===== config.mk =====
export PLATFORM = sky130hd
export DESIGN_NAME = diff_drive_voltage_to_duty_core
export DESIGN_NICKNAME = d
export VERILOG_FILES = /design/src/rtl/ddvd_pkg.sv /design/src/rtl/ddvd_front.sv /design/src/rtl/ddvd_cell.sv /design/src/rtl/ddvd_back.sv /design/src/rtl/diff_drive_voltage_to_duty_core.sv
export SDC_FILE = /design/constraint.sdc
export NUM_CORES = 2
export LEC_CHECK = 0
export ABC_CLOCK_PERIOD_IN_PS = 11100
export BUFFER_PORTS_ARGS = -buffer_cell sky130_fd_sc_hd__buf_2
export CORE_ASPECT_RATIO = 1.1
export CORE_MARGIN = 3
export CORE_UTILIZATION = 38
export DETAILED_ROUTE_END_ITERATION = 8
export GPL_TIMING_DRIVEN = 0
export PLACE_DENSITY = 0.49
export REMOVE_ABC_BUFFERS = 1
export SKIP_LAST_GASP = 1
export SYNTH_ARGS = -nofsm -noshare
export SYNTH_HDL_FRONTEND = slang
export SYNTH_SLANG_ARGS = --single-unit

===== constraint.sdc =====
create_clock -name clock -period 11.1 [get_ports clock]
set_input_delay 0.555 -clock clock [delete_from_list [all_inputs] [get_ports clock]]
set_output_delay 0.555 -clock clock [all_outputs]
set_load 0.01 [all_outputs]

===== src/rtl/ddvd_pkg.sv =====
// ddvd_pkg: shared codes, constants and control struct for the voltage-to-duty block
// no dependencies; imported by every ddvd module

package ddvd_pkg;

   // configuration register indexes and port widths
   localparam int CSR_IDX_W  = 1;
   localparam int CSR_DATA_W = 9;
   localparam logic [CSR_IDX_W-1:0] CSR_DRIVE_MODE = 1'd0;
   localparam logic [CSR_IDX_W-1:0] CSR_SIDE_BLEND = 1'd1;

   // control mode codes
   localparam int MODE_W = 2;
   localparam logic [MODE_W-1:0] MODE_TRACE = 2'd0;
   localparam logic [MODE_W-1:0] MODE_FRONT = 2'd1;
   localparam logic [MODE_W-1:0] MODE_SIDE  = 2'd2;
   localparam logic [MODE_W-1:0] MODE_ZERO  = 2'd3;

   // side-wall situation codes
   localparam int SIT_W = 2;
   localparam logic [SIT_W-1:0] SIT_RIGHT = 2'd0;
   localparam logic [SIT_W-1:0] SIT_LEFT  = 2'd1;
   localparam logic [SIT_W-1:0] SIT_BOTH  = 2'd2;
   localparam logic [SIT_W-1:0] SIT_NONE  = 2'd3;

   // blend weight in 1/256 units
   localparam int BLEND_W    = 9;
   localparam int BLEND_FULL = 256;

   // duty output format and dead-zone offsets
   localparam int DUTY_W  = 12;
   localparam int OFS_POS = 40;
   localparam int OFS_NEG = 45;
   localparam logic [DUTY_W-1:0] DUTY_IDLE = DUTY_W'(-OFS_NEG);

   // per-item control flags travelling down the pipeline
   typedef struct packed {
      logic valid;
      logic berr;
      logic neg_r;
      logic neg_l;
      logic sat_r;
      logic sat_l;
   } ddvd_ctl_type;

endpackage


===== src/rtl/ddvd_front.sv =====
// ddvd_front: mode select, side-wall blend, sum/difference split, scaling and saturation check
// depends on ddvd_pkg; feeds the first ddvd_cell of the divider chain

module ddvd_front #(
   parameter int VOLT_BITS = 16,
   parameter int DUTY_FULL = 1000,
   parameter int QB        = 10,
   parameter int DW        = VOLT_BITS + 8,
   parameter int RW        = DW + QB
) (
   input  logic                           clock,
   input  logic                           reset,
   input  logic                           accept,
   input  logic [ddvd_pkg::MODE_W-1:0]    drive_mode,
   input  logic [ddvd_pkg::BLEND_W-1:0]   side_blend,
   input  logic [ddvd_pkg::SIT_W-1:0]     side_situation,
   input  logic signed [VOLT_BITS-1:0]    sum_trace_mv,
   input  logic signed [VOLT_BITS-1:0]    diff_trace_mv,
   input  logic signed [VOLT_BITS-1:0]    sum_front_mv,
   input  logic signed [VOLT_BITS-1:0]    diff_front_mv,
   input  logic signed [VOLT_BITS-1:0]    diff_side_mv,
   input  logic [VOLT_BITS-2:0]           battery_mv,
   output ddvd_pkg::ddvd_ctl_type         dn_ctl,
   output logic [RW-1:0]                  dn_rem_r,
   output logic [RW-1:0]                  dn_rem_l,
   output logic [DW-1:0]                  dn_dv
);

   import ddvd_pkg::*;

   localparam int PW = RW + 1;

   logic [BLEND_W-1:0]          blend_w;
   logic signed [VOLT_BITS:0]   diff_ab;
   logic signed [VOLT_BITS+10:0] blend_prod;
   logic signed [VOLT_BITS+10:0] blend_full;
   logic signed [VOLT_BITS-1:0] s_sel;
   logic signed [DW-1:0]        d_sel;

   logic                        a_valid_ff;
   logic signed [VOLT_BITS-1:0] a_s_ff;
   logic signed [DW-1:0]        a_d_ff;
   logic [VOLT_BITS-2:0]        a_bat_ff;

   logic signed [DW-1:0]        s256;
   logic signed [DW:0]          num_r;
   logic signed [DW:0]          num_l;
   logic [DW:0]                 mag_r;
   logic [DW:0]                 mag_l;
   logic [PW-1:0]               scl_r_in;
   logic [PW-1:0]               scl_l_in;

   logic                        b_valid_ff;
   logic                        b_neg_r_ff;
   logic                        b_neg_l_ff;
   logic [PW-1:0]               b_scl_r_ff;
   logic [PW-1:0]               b_scl_l_ff;
   logic [VOLT_BITS-2:0]        b_bat_ff;

   logic [PW-1:0]               sat_lim;
   ddvd_pkg::ddvd_ctl_type      ctl_in;
   ddvd_pkg::ddvd_ctl_type      ctl_ff;
   logic [RW-1:0]               rem_r_ff;
   logic [RW-1:0]               rem_l_ff;
   logic [DW-1:0]               dv_ff;

   // side-wall blend: 256*trace + w*(side - trace)
   always_comb begin
      blend_w    = (side_blend > BLEND_W'(BLEND_FULL)) ? BLEND_W'(BLEND_FULL) : side_blend;
      diff_ab    = (VOLT_BITS+1)'(diff_side_mv) - (VOLT_BITS+1)'(diff_trace_mv);
      blend_prod = $signed({1'b0, blend_w}) * diff_ab;
      blend_full = $signed({{3{diff_trace_mv[VOLT_BITS-1]}}, diff_trace_mv, 8'b0}) + blend_prod;
   end

   // sum and scaled difference by mode
   always_comb begin
      s_sel = '0;
      d_sel = '0;
      case (drive_mode)
         MODE_TRACE: begin
            s_sel = sum_trace_mv;
            d_sel = {diff_trace_mv, 8'b0};
         end
         MODE_FRONT: begin
            s_sel = sum_front_mv;
            d_sel = {diff_front_mv, 8'b0};
         end
         MODE_SIDE: begin
            s_sel = sum_trace_mv;
            case (side_situation)
               SIT_RIGHT, SIT_LEFT: d_sel = {diff_side_mv, 8'b0};
               SIT_BOTH:            d_sel = blend_full[DW-1:0];
               default:             d_sel = {diff_trace_mv, 8'b0};
            endcase
         end
         default: begin
            s_sel = '0;
            d_sel = '0;
         end
      endcase
   end

   // stage a: selected voltages
   always_ff @(posedge clock) begin
      if (reset) begin
         a_valid_ff <= 1'b0;
      end else begin
         a_valid_ff <= accept;
      end
      a_s_ff   <= s_sel;
      a_d_ff   <= d_sel;
      a_bat_ff <= battery_mv;
   end

   // right/left split, sign-magnitude and scaling by full duty
   always_comb begin
      s256     = {a_s_ff, 8'b0};
      num_r    = $signed({s256[DW-1], s256}) + $signed({a_d_ff[DW-1], a_d_ff});
      num_l    = $signed({s256[DW-1], s256}) - $signed({a_d_ff[DW-1], a_d_ff});
      mag_r    = num_r[DW] ? (DW+1)'(-num_r) : num_r;
      mag_l    = num_l[DW] ? (DW+1)'(-num_l) : num_l;
      scl_r_in = PW'(mag_r) * PW'(DUTY_FULL);
      scl_l_in = PW'(mag_l) * PW'(DUTY_FULL);
   end

   // stage b: scaled numerators
   always_ff @(posedge clock) begin
      if (reset) begin
         b_valid_ff <= 1'b0;
      end else begin
         b_valid_ff <= a_valid_ff;
      end
      b_neg_r_ff <= num_r[DW];
      b_neg_l_ff <= num_l[DW];
      b_scl_r_ff <= scl_r_in;
      b_scl_l_ff <= scl_l_in;
      b_bat_ff   <= a_bat_ff;
   end

   // quotient would not fit the chain: saturate
   always_comb begin
      sat_lim      = {1'b0, b_bat_ff, 9'b0, {QB{1'b0}}};
      ctl_in.valid = b_valid_ff;
      ctl_in.berr  = (b_bat_ff == '0);
      ctl_in.neg_r = b_neg_r_ff;
      ctl_in.neg_l = b_neg_l_ff;
      ctl_in.sat_r = (b_scl_r_ff >= sat_lim);
      ctl_in.sat_l = (b_scl_l_ff >= sat_lim);
   end

   // stage c: divider entry
   always_ff @(posedge clock) begin
      if (reset) begin
         ctl_ff <= '0;
      end else begin
         ctl_ff <= ctl_in;
      end
      rem_r_ff <= b_scl_r_ff[RW-1:0];
      rem_l_ff <= b_scl_l_ff[RW-1:0];
      dv_ff    <= {b_bat_ff, 9'b0};
   end

   assign dn_ctl   = ctl_ff;
   assign dn_rem_r = rem_r_ff;
   assign dn_rem_l = rem_l_ff;
   assign dn_dv    = dv_ff;

endmodule


===== src/rtl/ddvd_cell.sv =====
// ddvd_cell: one restoring division step for the right and left lanes
// depends on ddvd_pkg; chained in the top level, one cell per quotient bit

module ddvd_cell #(
   parameter int DW    = 24,
   parameter int QB    = 10,
   parameter int RW    = DW + QB,
   parameter int SHIFT = 0
) (
   input  logic                   clock,
   input  logic                   reset,
   input  ddvd_pkg::ddvd_ctl_type up_ctl,
   input  logic [RW-1:0]          up_rem_r,
   input  logic [RW-1:0]          up_rem_l,
   input  logic [QB-1:0]          up_quo_r,
   input  logic [QB-1:0]          up_quo_l,
   input  logic [DW-1:0]          up_dv,
   output ddvd_pkg::ddvd_ctl_type dn_ctl,
   output logic [RW-1:0]          dn_rem_r,
   output logic [RW-1:0]          dn_rem_l,
   output logic [QB-1:0]          dn_quo_r,
   output logic [QB-1:0]          dn_quo_l,
   output logic [DW-1:0]          dn_dv
);

   import ddvd_pkg::*;

   logic [RW-1:0]  trial;
   logic [QB-1:0]  qbit;
   logic           ge_r;
   logic           ge_l;
   logic [RW-1:0]  rem_r_in;
   logic [RW-1:0]  rem_l_in;
   logic [QB-1:0]  quo_r_in;
   logic [QB-1:0]  quo_l_in;

   ddvd_ctl_type   ctl_ff;
   logic [RW-1:0]  rem_r_ff;
   logic [RW-1:0]  rem_l_ff;
   logic [QB-1:0]  quo_r_ff;
   logic [QB-1:0]  quo_l_ff;
   logic [DW-1:0]  dv_ff;

   // compare against shifted divisor and subtract
   always_comb begin
      trial    = RW'(up_dv) << SHIFT;
      qbit     = QB'(1) << SHIFT;
      ge_r     = (up_rem_r >= trial);
      ge_l     = (up_rem_l >= trial);
      rem_r_in = ge_r ? (up_rem_r - trial) : up_rem_r;
      rem_l_in = ge_l ? (up_rem_l - trial) : up_rem_l;
      quo_r_in = ge_r ? (up_quo_r | qbit) : up_quo_r;
      quo_l_in = ge_l ? (up_quo_l | qbit) : up_quo_l;
   end

   // hand over to the next cell
   always_ff @(posedge clock) begin
      if (reset) begin
         ctl_ff <= '0;
      end else begin
         ctl_ff <= up_ctl;
      end
      rem_r_ff <= rem_r_in;
      rem_l_ff <= rem_l_in;
      quo_r_ff <= quo_r_in;
      quo_l_ff <= quo_l_in;
      dv_ff    <= up_dv;
   end

   assign dn_ctl   = ctl_ff;
   assign dn_rem_r = rem_r_ff;
   assign dn_rem_l = rem_l_ff;
   assign dn_quo_r = quo_r_ff;
   assign dn_quo_l = quo_l_ff;
   assign dn_dv    = dv_ff;

endmodule


===== src/rtl/ddvd_back.sv =====
// ddvd_back: clamp, sign, dead-zone offset and result register
// depends on ddvd_pkg; takes the last ddvd_cell of the chain

module ddvd_back #(
   parameter int DUTY_FULL = 1000,
   parameter int QB        = 10
) (
   input  logic                          clock,
   input  logic                          reset,
   input  ddvd_pkg::ddvd_ctl_type        up_ctl,
   input  logic [QB-1:0]                 up_quo_r,
   input  logic [QB-1:0]                 up_quo_l,
   output logic                          rsp_valid,
   output logic [ddvd_pkg::DUTY_W-1:0]   rsp_duty_right,
   output logic [ddvd_pkg::DUTY_W-1:0]   rsp_duty_left,
   output logic                          rsp_battery_error
);

   import ddvd_pkg::*;

   localparam int EW = (QB + 2 > DUTY_W) ? QB + 2 : DUTY_W;

   logic [DUTY_W-1:0] duty_r_in;
   logic [DUTY_W-1:0] duty_l_in;
   logic              valid_ff;
   logic [DUTY_W-1:0] duty_r_ff;
   logic [DUTY_W-1:0] duty_l_ff;
   logic              berr_ff;

   // clamped magnitude with sign and offset, cut to the output width
   function automatic logic [DUTY_W-1:0] make_duty(input logic [QB-1:0] quo,
                                                   input logic sat,
                                                   input logic neg,
                                                   input logic berr);
      logic [QB-1:0]        mag;
      logic signed [EW-1:0] val;
      if (berr) begin
         mag = '0;
      end else if (sat || (quo > QB'(DUTY_FULL))) begin
         mag = QB'(DUTY_FULL);
      end else begin
         mag = quo;
      end
      if (!neg && (mag != '0)) begin
         val = $signed(EW'(mag)) + EW'(OFS_POS);
      end else if (neg) begin
         val = -$signed(EW'(mag)) - EW'(OFS_NEG);
      end else begin
         val = -EW'(OFS_NEG);
      end
      return val[DUTY_W-1:0];
   endfunction

   always_comb begin
      duty_r_in = make_duty(up_quo_r, up_ctl.sat_r, up_ctl.neg_r, up_ctl.berr);
      duty_l_in = make_duty(up_quo_l, up_ctl.sat_l, up_ctl.neg_l, up_ctl.berr);
   end

   // result register, strobe for one cycle
   always_ff @(posedge clock) begin
      if (reset) begin
         valid_ff <= 1'b0;
      end else begin
         valid_ff <= up_ctl.valid;
      end
      duty_r_ff <= duty_r_in;
      duty_l_ff <= duty_l_in;
      berr_ff   <= up_ctl.berr;
   end

   assign rsp_valid         = valid_ff;
   assign rsp_duty_right    = duty_r_ff;
   assign rsp_duty_left     = duty_l_ff;
   assign rsp_battery_error = berr_ff;

endmodule


===== src/rtl/diff_drive_voltage_to_duty_core.sv =====
// diff_drive_voltage_to_duty_core: top level of the voltage-to-duty converter
// depends on ddvd_pkg, ddvd_front, ddvd_cell and ddvd_back
//
// Usage: each control tick, drive the req_ voltages and the battery reading and
// raise start. A transfer takes place on every clock edge with start high and
// busy low; busy stays low, so a new tick may be given every cycle.
// Results come out in order on the rsp_ ports, each for exactly one cycle with
// rsp_valid high; the receiver cannot hold them off and must take them then.
// From the request edge to the result edge a tick passes through three front
// stages (select/blend, scaling, saturation check), one divider cell per
// quotient bit (QB, the number of bits of DUTY_FULL), and the output
// register. Throughput is one tick per cycle as every stage and cell takes a
// new item each clock.
// Configuration is written through csr_wr_en, csr_index and csr_wdata; write
// only while no tick is in flight. Synchronous reset clears all valid flags
// (in-flight ticks are dropped) and sets the drive mode to trajectory and
// side_blend to 128.

module diff_drive_voltage_to_duty_core #(
   parameter int VOLT_BITS = 16,
   parameter int DUTY_FULL = 1000
) (
   input  logic                            clock,
   input  logic                            reset,
   input  logic                            csr_wr_en,
   input  logic [ddvd_pkg::CSR_IDX_W-1:0]  csr_index,
   input  logic [ddvd_pkg::CSR_DATA_W-1:0] csr_wdata,
   input  logic                            start,
   output logic                            busy,
   input  logic [ddvd_pkg::SIT_W-1:0]      req_side_situation,
   input  logic signed [VOLT_BITS-1:0]     req_sum_trace_mv,
   input  logic signed [VOLT_BITS-1:0]     req_diff_trace_mv,
   input  logic signed [VOLT_BITS-1:0]     req_sum_front_mv,
   input  logic signed [VOLT_BITS-1:0]     req_diff_front_mv,
   input  logic signed [VOLT_BITS-1:0]     req_diff_side_mv,
   input  logic [VOLT_BITS-2:0]            req_battery_mv,
   output logic                            rsp_valid,
   output logic signed [ddvd_pkg::DUTY_W-1:0] rsp_duty_right,
   output logic signed [ddvd_pkg::DUTY_W-1:0] rsp_duty_left,
   output logic                            rsp_battery_error
);

   import ddvd_pkg::*;

   localparam int QB  = $clog2(DUTY_FULL + 1);
   localparam int DW  = VOLT_BITS + 8;
   localparam int RW  = DW + QB;
   localparam int LAT = QB + 4;

   logic [MODE_W-1:0]  drive_mode_ff;
   logic [BLEND_W-1:0] side_blend_ff;
   logic               accept;

   ddvd_ctl_type  ctl_w   [QB+1];
   logic [RW-1:0] rem_r_w [QB+1];
   logic [RW-1:0] rem_l_w [QB+1];
   logic [QB-1:0] quo_r_w [QB+1];
   logic [QB-1:0] quo_l_w [QB+1];
   logic [DW-1:0] dv_w    [QB+1];

   logic [DUTY_W-1:0] duty_r;
   logic [DUTY_W-1:0] duty_l;

   // every stage takes a transfer each cycle
   assign busy   = 1'b0;
   assign accept = start && !busy;

   // configuration registers
   always_ff @(posedge clock) begin
      if (reset) begin
         drive_mode_ff <= MODE_TRACE;
         side_blend_ff <= BLEND_W'(128);
      end else if (csr_wr_en) begin
         case (csr_index)
            CSR_DRIVE_MODE: drive_mode_ff <= csr_wdata[MODE_W-1:0];
            CSR_SIDE_BLEND: side_blend_ff <= csr_wdata[BLEND_W-1:0];
            default: begin
               drive_mode_ff <= drive_mode_ff;
            end
         endcase
      end
   end

   // front stages
   ddvd_front #(
      .VOLT_BITS (VOLT_BITS),
      .DUTY_FULL (DUTY_FULL),
      .QB        (QB),
      .DW        (DW),
      .RW        (RW)
   ) u_front (
      .clock          (clock),
      .reset          (reset),
      .accept         (accept),
      .drive_mode     (drive_mode_ff),
      .side_blend     (side_blend_ff),
      .side_situation (req_side_situation),
      .sum_trace_mv   (req_sum_trace_mv),
      .diff_trace_mv  (req_diff_trace_mv),
      .sum_front_mv   (req_sum_front_mv),
      .diff_front_mv  (req_diff_front_mv),
      .diff_side_mv   (req_diff_side_mv),
      .battery_mv     (req_battery_mv),
      .dn_ctl         (ctl_w[0]),
      .dn_rem_r       (rem_r_w[0]),
      .dn_rem_l       (rem_l_w[0]),
      .dn_dv          (dv_w[0])
   );

   assign quo_r_w[0] = '0;
   assign quo_l_w[0] = '0;

   // divider chain, most significant quotient bit first
   for (genvar j = 0; j < QB; j++) begin : g_cell
      ddvd_cell #(
         .DW    (DW),
         .QB    (QB),
         .RW    (RW),
         .SHIFT (QB - 1 - j)
      ) u_cell (
         .clock    (clock),
         .reset    (reset),
         .up_ctl   (ctl_w[j]),
         .up_rem_r (rem_r_w[j]),
         .up_rem_l (rem_l_w[j]),
         .up_quo_r (quo_r_w[j]),
         .up_quo_l (quo_l_w[j]),
         .up_dv    (dv_w[j]),
         .dn_ctl   (ctl_w[j+1]),
         .dn_rem_r (rem_r_w[j+1]),
         .dn_rem_l (rem_l_w[j+1]),
         .dn_quo_r (quo_r_w[j+1]),
         .dn_quo_l (quo_l_w[j+1]),
         .dn_dv    (dv_w[j+1])
      );
   end

   // clamp, offset and result register
   ddvd_back #(
      .DUTY_FULL (DUTY_FULL),
      .QB        (QB)
   ) u_back (
      .clock             (clock),
      .reset             (reset),
      .up_ctl            (ctl_w[QB]),
      .up_quo_r          (quo_r_w[QB]),
      .up_quo_l          (quo_l_w[QB]),
      .rsp_valid         (rsp_valid),
      .rsp_duty_right    (duty_r),
      .rsp_duty_left     (duty_l),
      .rsp_battery_error (rsp_battery_error)
   );

   assign rsp_duty_right = duty_r;
   assign rsp_duty_left  = duty_l;

`ifndef ASSERT_OFF
   // every request comes out after the fixed latency
   a_req_to_rsp: assert property (@(posedge clock) disable iff (reset)
      accept |-> ##LAT rsp_valid)
      else $error("request transfer without result after fixed latency");

   // no result without a request the fixed latency before
   a_rsp_from_req: assert property (@(posedge clock) disable iff (reset)
      rsp_valid |-> $past(accept, LAT))
      else $error("result transfer without matching request");

   // a flat battery gives the idle duty on both sides
   a_berr_idle: assert property (@(posedge clock) disable iff (reset)
      (rsp_valid && rsp_battery_error) |->
         (duty_r == DUTY_IDLE) && (duty_l == DUTY_IDLE))
      else $error("battery error without idle duty");
`endif

endmodule


==> flow_metrics.tcl <==
set metrics [dict create \
    status "finished, final reports clean" \
    place_congestion 0.869 \
    cpPeakStageDelay_ns 0.66 \
    hpwl_um 134000 \
    worst-setup-path-type "flip-flop to flip-flop" \
    overflow 0 \
    final_nets 7675 \
    dr.pass1.iters 7 \
    rsz0062_at_grt "no" \
    critPathLaunchType "flip-flop" \
    muxShareOfSynthArea_pct 1.48 \
    clk_latency_ns 0.75 \
    grt_use_total_pct 19.4 \
    yosysUniqueCellTypes 101 \
    cts_buffer_depth 3 \
    initial_utilization_pct 38.4 \
    fmax_ghz 0.0991 \
    synth.top_cell.area_share_pct 36.3 \
    die_area_um2 166000 \
    synthSimpleGateAreaFrac_pct 14.2 \
    vias 44200 \
    r2r_slack_ns 1.00 \
    slew_headroom_pct 9.89 \
    cts.sinks 1110 \
    antenna_found_initial 5 \
    drive_gt1_share_pct 7.22 \
    fin_skew_ns 0.0532 \
    hold_violations 0 \
    fillers 15500 \
    setup_viol 0 \
    synthTopCellsByCount "dfxtp_1 (1,110), inv_1 (772), ha_1 (584), nor2_1 (456), a21oi_1 (423)" \
    worst_pin_slew_ns 1.34 \
    rows 153 \
    syn_inst 6461 \
    drv_cap 0 \
    synth-compound-area-share_pct 12.3 \
    synth_top_family_by_area "adder cells" \
    htreeDepth 3 \
    fin_crit_sh_pct 91.0 \
    wirelength_um 162000 \
    grt_pass1_vias 44100 \
    wl_per_cell_um 18.4 \
    synth-xor-area-share_pct 7.19 \
    syn_area_um2 61200 \
    numPortBuffers 136 \
    drc 0 \
    synthAdderAreaFrac_pct 22.9 \
    cp.arrival_ns 10.71 \
    slowest_stage "a311oi_1" \
    io_pins 138 \
    regArea_um2 22200 \
    hold_class "input pin to flip-flop" \
    cts_buffers 117 \
    core_area_um2 159000 \
    cts_root_buffer "clkbuf_16" \
    ys.flop_type "dfxtp_1" \
    yosys.area.top_type "dfxtp_1" \
    end_kind "flip-flop" \
    syn_avg_cell_area_um2 9.47 \
    grt_max_degree 80 \
    vias_per_cell 4.99 \
    required_ns 11.72 \
    ys_top_cells_by_area "dfxtp_1 (36%), ha_1 (12%), fa_1 (11%)" \
    area_growth_pct 12.6 \
    drt_iter0_markers 2016 \
    synth-seq-cells 1110 \
    async_flop_share_pct 0 \
    yosys_warnings 0 \
    grt_first_pass_wirelength_um 251000 \
    finalSetupTns_ns 0 \
    fp.dieH_um 427 \
    synth.most_common_cell "dfxtp_1" \
    synth_edf_count 0 \
    crit_top_cell "inv_1" \
    ys_seq_area_share_pct 36.3 \
    ctsResizeCount 0 \
    path_max_fanout 17 \
    cts_tree "done" \
    path_clk_slew_ns 0.06 \
    fin_crit_ns 10.10 \
    multiInputGateArea_um2 35500 \
    ant_nets 0 \
    die_x_um 388 \
    slew_violations 0 \
]
## cells in the final DEF (no fill, tap or decap), types with 37 or more instances in the layout
cell           Yosys  routed
o21a_1            46      46
dfxtp_1         1110    1109
ha_1             584     584
o211ai_1          44      44
a31oi_1           39      39
xor2_1           208     208
nand2_1          392     392
nand4_1           62      62
buf_2             10     135
dlygate4sd3_1      0      50
clkbuf_16          0     117
mux2_2            52      52
xnor2_1          294     294
o21ai_0          285     284
nor4_1            88      88
nand3_1           80      80
a21o_1           105     105
nand2b_1          86      86
nor2b_1          149     146
fa_1             334     334
nor3_1           162     161
o31ai_1           37      37
or3_1             41      41
a21oi_1          423     423
nor2_1           456     455
inv_1            772     772
## metal layers
layer / part of all wire (%) / vias to the layer above / global-route usage, %
li1: - / 22200 / -
met4: 2.4 / 0 / 5.14
met3: 2.7 / 195 / 2.04
met5: 0 / - / 0
met2: 51 / 632 / 35.7
met1: 44 / 21200 / 24.1
## critical path, delay by kind of cell (launching register included)
kind            cells  cell delay [ns]
compound gates      9             3.17
xor+xnor            1             0.54
fa+ha+maj           6             2.81
buf+inv             6             1.27
flops               1             0.58
mux                 1             0.20
simple gates        7             1.39
## area by class of cell
class | count | area share [%]
well taps | 2092 | 3.80
flip-flops and latches | 1110 | 32.3
diodes | 7 | 0.0254
repair buffers | 197 | 1.91
multi-input cells | 4445 | 51.6
clock buffers | 146 | 4.71
clock inverters | 74 | 1.47
inverters | 775 | 4.22
## stage by stage
| step | std cells | setup WS [ns] | hold slack, ns | util (%) | cell area (µm²) |
|---|---|---|---|---|---|
| floorplan | 6330 | 3.47 | 0.310 | - | 60600 |
| global placement | 8558 | 0.992 | 0.311 | 40.2 | 63900 |
| detailed placement | 8568 | 0.981 | 0.312 | 40.3 | 64100 |
| CTS | 8838 | 0.912 | 0.00530 | 43.3 | 68800 |
| global route | 8844 | 0.194 | 0.0320 | 43.3 | 68900 |
| finish | 8846 | 1.00 | 0.0812 | 43.3 | 68900 |
## path summary, 6_finish.rpt
path,start,to,cells past startpoint
hold reg to reg,g_cell[5].u_cell.dn_quo_r[6]$_DFF_P_,g_cell[6].u_cell.dn_quo_r[6]$_DFF_P_,0
hold / removal,csr_wdata[3],side_blend_ff[3]$_SDFFE_PP0P_,3
setup reg to reg,u_front.a_d_ff[0]$_DFF_P_,u_front.b_scl_l_ff[31]$_DFF_P_,30
setup / recovery,u_front.a_d_ff[0]$_DFF_P_,u_front.b_scl_l_ff[31]$_DFF_P_,30
## what timing repair did
item                                   CTS  global route
buffers inserted                         0             0
hold buffers                            50             0
endpoints found under the hold margin   38             0
## kinds of logic after synthesis
family                   count (synthesis)
AND/OR/NAND/NOR                       1727
buffers and inverters                  906
XOR/XNOR                               502
flip-flops                            1110
adder cells (fa/ha/maj)                918
multiplexers                            84
other                                    1
AO/OA/AOI/OAI                         1213
## sequential cells by signal, indices dropped and copies added, names as in the netlist, 24 cells and up
signal                  cells
g_cell.u_cell.dn_ctl       60
u_front.b_scl_l_ff         31
g_cell.u_cell.dn_rem_r    270
u_front.dn_rem_l           30
g_cell.u_cell.dn_quo_l     55
u_front.dn_rem_r           31
u_front.a_d_ff             24
u_front.b_scl_r_ff         32
g_cell.u_cell.dn_dv       135
g_cell.u_cell.dn_quo_r     55
g_cell.u_cell.dn_rem_l    279
Power is left out: the tool's default activity adds up to more than one toggle a clock period on the data nets, which glitch-free logic cannot reach.
